$ cat src/hdl/qau_pkg.sv
package qau_pkg;

  localparam int DATA_W        = 16;
  localparam int PROD_W        = 2 * DATA_W;
  localparam int ACC_W         = PROD_W + 4;
  localparam int FRAC_BITS_DEF = 12;
  localparam int IN_DATA_W     = 8 * DATA_W;
  localparam int OUT_DATA_W    = 4 * DATA_W;

  typedef logic signed [DATA_W-1:0] fx_t;
  typedef logic signed [PROD_W-1:0] prod_t;
  typedef logic signed [ACC_W-1:0]  acc_t;

  typedef enum logic [1:0] {
    FUNC_MUL  = 2'd0,
    FUNC_ROT  = 2'd1,
    FUNC_CONJ = 2'd2
  } func_t;

  typedef struct packed {
    fx_t  val;
    logic ovf;
  } sat_t;

  typedef struct packed {
    logic mul;
    logic sum;
  } cross_adv_t;

  localparam acc_t SAT_MAX = acc_t'((64'sd1 <<< (DATA_W - 1)) - 64'sd1);
  localparam acc_t SAT_MIN = acc_t'(-(64'sd1 <<< (DATA_W - 1)));

  function automatic sat_t sat16(acc_t x);
    sat_t res;
    res.val = x[DATA_W-1:0];
    res.ovf = 1'b0;
    if (x > SAT_MAX) begin
      res.val = SAT_MAX[DATA_W-1:0];
      res.ovf = 1'b1;
    end else if (x < SAT_MIN) begin
      res.val = SAT_MIN[DATA_W-1:0];
      res.ovf = 1'b1;
    end
    return res;
  endfunction

endpackage

$ cat src/hdl/qau_cross.sv
module qau_cross #(
  parameter int FRAC_BITS = qau_pkg::FRAC_BITS_DEF
) (
  input  logic                clk,
  input  qau_pkg::cross_adv_t adv,
  input  qau_pkg::fx_t        p [3],
  input  qau_pkg::fx_t        q [3],
  output qau_pkg::fx_t        r [3],
  output logic                ovf
);

  qau_pkg::prod_t m_pos_r [3];
  qau_pkg::prod_t m_neg_r [3];
  qau_pkg::fx_t   r_r     [3];
  logic           ovf_r;
  qau_pkg::fx_t   r_nxt   [3];
  logic           ovf_nxt;

  always_ff @(posedge clk) begin
    if (adv.mul) begin
      for (int i = 0; i < 3; i++) begin
        m_pos_r[i] <= qau_pkg::prod_t'(p[(i + 1) % 3]) * qau_pkg::prod_t'(q[(i + 2) % 3]);
        m_neg_r[i] <= qau_pkg::prod_t'(p[(i + 2) % 3]) * qau_pkg::prod_t'(q[(i + 1) % 3]);
      end
    end
  end

  always_comb begin
    qau_pkg::acc_t d;
    qau_pkg::sat_t s;
    ovf_nxt = 1'b0;
    for (int i = 0; i < 3; i++) begin
      d        = (qau_pkg::acc_t'(m_pos_r[i]) - qau_pkg::acc_t'(m_neg_r[i])) >>> FRAC_BITS;
      s        = qau_pkg::sat16(d);
      r_nxt[i] = s.val;
      ovf_nxt  = ovf_nxt | s.ovf;
    end
  end

  always_ff @(posedge clk) begin
    if (adv.sum) begin
      r_r   <= r_nxt;
      ovf_r <= ovf_nxt;
    end
  end

  assign r   = r_r;
  assign ovf = ovf_r;

endmodule

$ cat config.mk
export PLATFORM = sky130hd
export DESIGN_NAME = qau_cross
export DESIGN_NICKNAME = d
export VERILOG_FILES = /design/src/hdl/qau_pkg.sv /design/src/hdl/qau_cross.sv
export SDC_FILE = /design/constraint.sdc
export NUM_CORES = 2
export LEC_CHECK = 0
export BUFFER_PORTS_ARGS = -buffer_cell sky130_fd_sc_hd__clkbuf_2
export CAP_MARGIN = 20
export CORE_MARGIN = 5
export CORE_UTILIZATION = 65
export CTS_CLUSTER_DIAMETER = 200
export DETAILED_ROUTE_END_ITERATION = 10
export HOLD_SLACK_MARGIN = 0.15
export MAX_ROUTING_LAYER = met4
export PLACE_DENSITY = 0.82
export RECOVER_POWER = 100
export SLEW_MARGIN = 20
export SYNTH_ARGS = -nofsm -noshare
export SYNTH_HDL_FRONTEND = slang
export SYNTH_SLANG_ARGS = --single-unit
$ cat constraint.sdc
create_clock -name clk -period 17.79 [get_ports clk]
set_input_delay 3.558 -clock clk [delete_from_list [all_inputs] [get_ports clk]]
set_output_delay 3.558 -clock clk [all_outputs]
set_load 0.02 [all_outputs]
==> results.md <==
- Status: finished with violations
- Failing checks: capacitance limit, slew limit
- P&R area growth vs syn: 3.861%
- WL/cell: 19.39 µm
- Synth Warn #: 0
- WP data arrival: 11.76 ns
- Top cell by count, worst path: clkbuf_1
- Final net count: 9,493
- Post-detail-place hpwl: 132,000 µm
- Port Buf Inserts: between 100 and 150
- Final Skew: between 0.03 and 0.04 ns
- Crit-path cells: clkbuf_1 > clkbuf_1 > clkbuf_1
- Buffers & Inverters on Critical Path: 3
- Post-CTS Setup Inserts: 0
- R2R depth: 14
- Most common cell after layout, fill and taps aside: inv_1
- Critical path launch point type: primary input
- Biggest area consumer among synthesized cells: fa_1
- Core Box Area: 106,900 µm²
- Initial DRC Count: roughly 4,000
- Max-Cap Viols: 9
- Critical R2R Launch: m_pos_r[0][11]$_DFFE_PP_
- Min-delay src: m_pos_r[0][49]$_DFFE_PP_
- Routed Antenna Nets: 0
- DRC: 0
- Rel. slew slack: -159.8%
- Reg area: 7237 µm²
- Fill count: 8,063
- Total Die Area: 114,000 µm²
- Worst Path Required: 17.93 ns
- H-tree levels: 1
- RD Place Congestion: 0.9292
- Clock root buffer: clkbuf_16
- Worst hold stages: 3
- Synthesized flop and latch total: 241
- Maximum clock rate: 86.11 MHz
- Initial Utilization: 65.26%
- Number of global-route vias before repair: 55,040
- Slew Limit Fails: 412
- Post-CTS Resized: 0
- Setup_tns: 0 ns
- Critical path's top delay family: buffers and inverters
- Width of the die: about 340 µm
- Final setup viols: 0
- Max Root-Sink Buffers: 3
- Crit path time final: between 10 and 15 ns
- RSZ-0062 raised after global routing: false
- Critical path's slowest cell: clkbuf_1
- Hold endpoint: r[21]$_SDFFCE_PN1P_
- Clock Latency Late Sink: 0.64 ns
- Detailed-route via count: 49,600
- Top cell type's share of synthesized area: 45.11%
- Rows: 120
- Asr flop ratio synth: 0%
- Predominant post-synthesis flop cell: edfxtp_1
- Main area contributors after synthesis: fa_1 (45%), ha_1 (10%), edfxtp_1 (10%)
- RR Endpoint: ovf$_DFFE_PP_
- CTS Sinks: 241
- Commonest non-fill, non-tap cells in the layout: inv_1 (1,842), fa_1 (1,572), nand2_1 (776)
- Drt pass-1 iters: 6
- FF-to-FF setup slack: around 12 ns
- Final Hold Vio Count: 0
- Worst Max-Slew Pin Slew: approximately 3.9 ns
- Post-synthesis sequential area ratio: 10.37%
- GR Overflow Total: 0
- Netlist cell types: 77
- Global-route wire length before repair: 279,200 µm
- Critical Path Max Stage Delay: between 2 and 3 ns
- Clock slew at reported path FFs: roughly 0.06 ns
- Synth Area per Inst: 9.547 µm²
- Worst Path Max Fanout: 65
- Initial antenna violation count: 17
- Placed Area: just over 70,000 µm²
- Tcrit/Tclk final: 65.28%
- DRT Wirelength: 168,300 µm
- Tot GR Track Use: between 30% and 40%
- Hold buffer count at CTS: 0
- Synthesized Nets: 9,564
- CP Class: in -> reg
- Hold WS: 0.8255 ns
- Mapped cell area: 69,770 µm²
- Cells after synthesis: around 7,300
- Post-synth EDFFs: 241
- Multi-input logic area: 54,480 µm²
- Ports: 148
- Largest net degree at the start of global routing: 66
- Final Cell Area: 72,460 µm²
- Vias/cell: 5.715
- Die Ht: around 340 µm
- TritonCTS clock tree: yes
- Ratio of cells with drive above 1 in the final layout: 2.850%
- Cts bufs inserted: 31
- Worst setup EP type: flop
- Worst hold path class: reg -> reg
## state kept, by name, summed over array words and instances (netlist names)
signal	cells
m_neg_r	96
m_pos_r	96
ovf	1
r	48
## worst min-delay path: stages, from the launching register on
cell,delay [ns]
edfxtp_1,0.33
ha_1,0.17
xnor2_1,0.08
o21ai_0,0.13
## kinds of logic (layout without fill, tap and decap cells)
group | count (synthesis) | in the layout | share of synthesized area [%]
AOI/OAI and AO/OA | 590 | 590 | 5.416
xor gates and xnor gates | 261 | 261 | 3.276
adders and majority gates | 2157 | 2157 | 55.60
buffers and inverters | 2136 | 2090 | 11.50
DFF | 241 | 241 | 10.37
muxes | 2 | 2 | 0.03049
other | 0 | 14 | 0
and+or+nand+nor | 1921 | 1921 | 13.81
## metrics by stage
stage	util, %	cells	setup slack, ns
after floorplan	-	7308	8.107
after global placement	66.87	8607	6.918
after detailed placement	66.87	8607	6.846
after CTS	67.87	8665	7.492
after global routing	67.78	8679	5.533
final	67.78	8679	6.177
## synth_stat cells, types with 8 or more instances
| cell type | n |
|---|---|
| nand3_1 | 28 |
| xor2_1 | 60 |
| o21bai_1 | 41 |
| xnor2_1 | 201 |
| a21o_1 | 99 |
| o21ai_0 | 123 |
| nor2_1 | 173 |
| nor3_1 | 26 |
| nand2b_1 | 48 |
| and2_1 | 749 |
| or3_1 | 9 |
| a21oi_1 | 179 |
| nor2b_1 | 39 |
| nand4_1 | 11 |
| o31ai_1 | 11 |
| a211oi_1 | 19 |
| nand2_1 | 776 |
| ha_1 | 585 |
| a31oi_1 | 17 |
| nor4_1 | 11 |
| o211ai_1 | 12 |
| fa_1 | 1572 |
| o21a_1 | 18 |
| edfxtp_1 | 241 |
| inv_1 | 1842 |
| and3_1 | 22 |
| and4_1 | 8 |
| clkbuf_1 | 288 |
## cell type report
type	instances	share of cell area, %
sequential	241	9.987
clock inverter	24	0.3920
inverter	1843	9.547
antenna	14	0.04835
timing repair buffer	189	1.330
multi-input combinational	4931	75.19
clock buffer	34	1.086
tap	1403	2.423
## routing by layer
metal  vias up  GRT usage [%]  routed length (µm)
met5         -              -                   0
met4         0          13.77                8638
met3       516          4.741               14380
met2      2278          53.12               83190
met1     25290          39.41               62060
li1      21520              -                   -
## worst max-delay path by stage
stage,startpoint,depth (start not counted),endpoint
final,adv[1],3,m_pos_r[0][8]$_DFFE_PP_
after global routing,adv[1],3,m_pos_r[0][15]$_DFFE_PP_
after CTS,q[39],21,m_neg_r[0][95]$_DFFE_PP_
after detailed placement,q[39],21,m_neg_r[0][95]$_DFFE_PP_
after global placement,q[39],23,m_neg_r[0][95]$_DFFE_PP_
after floorplan,p[23],23,m_neg_r[0][95]$_DFFE_PP_
Power is left out: the tool's default activity adds up to more than one toggle a clock period on the data nets, which glitch-free logic cannot reach.
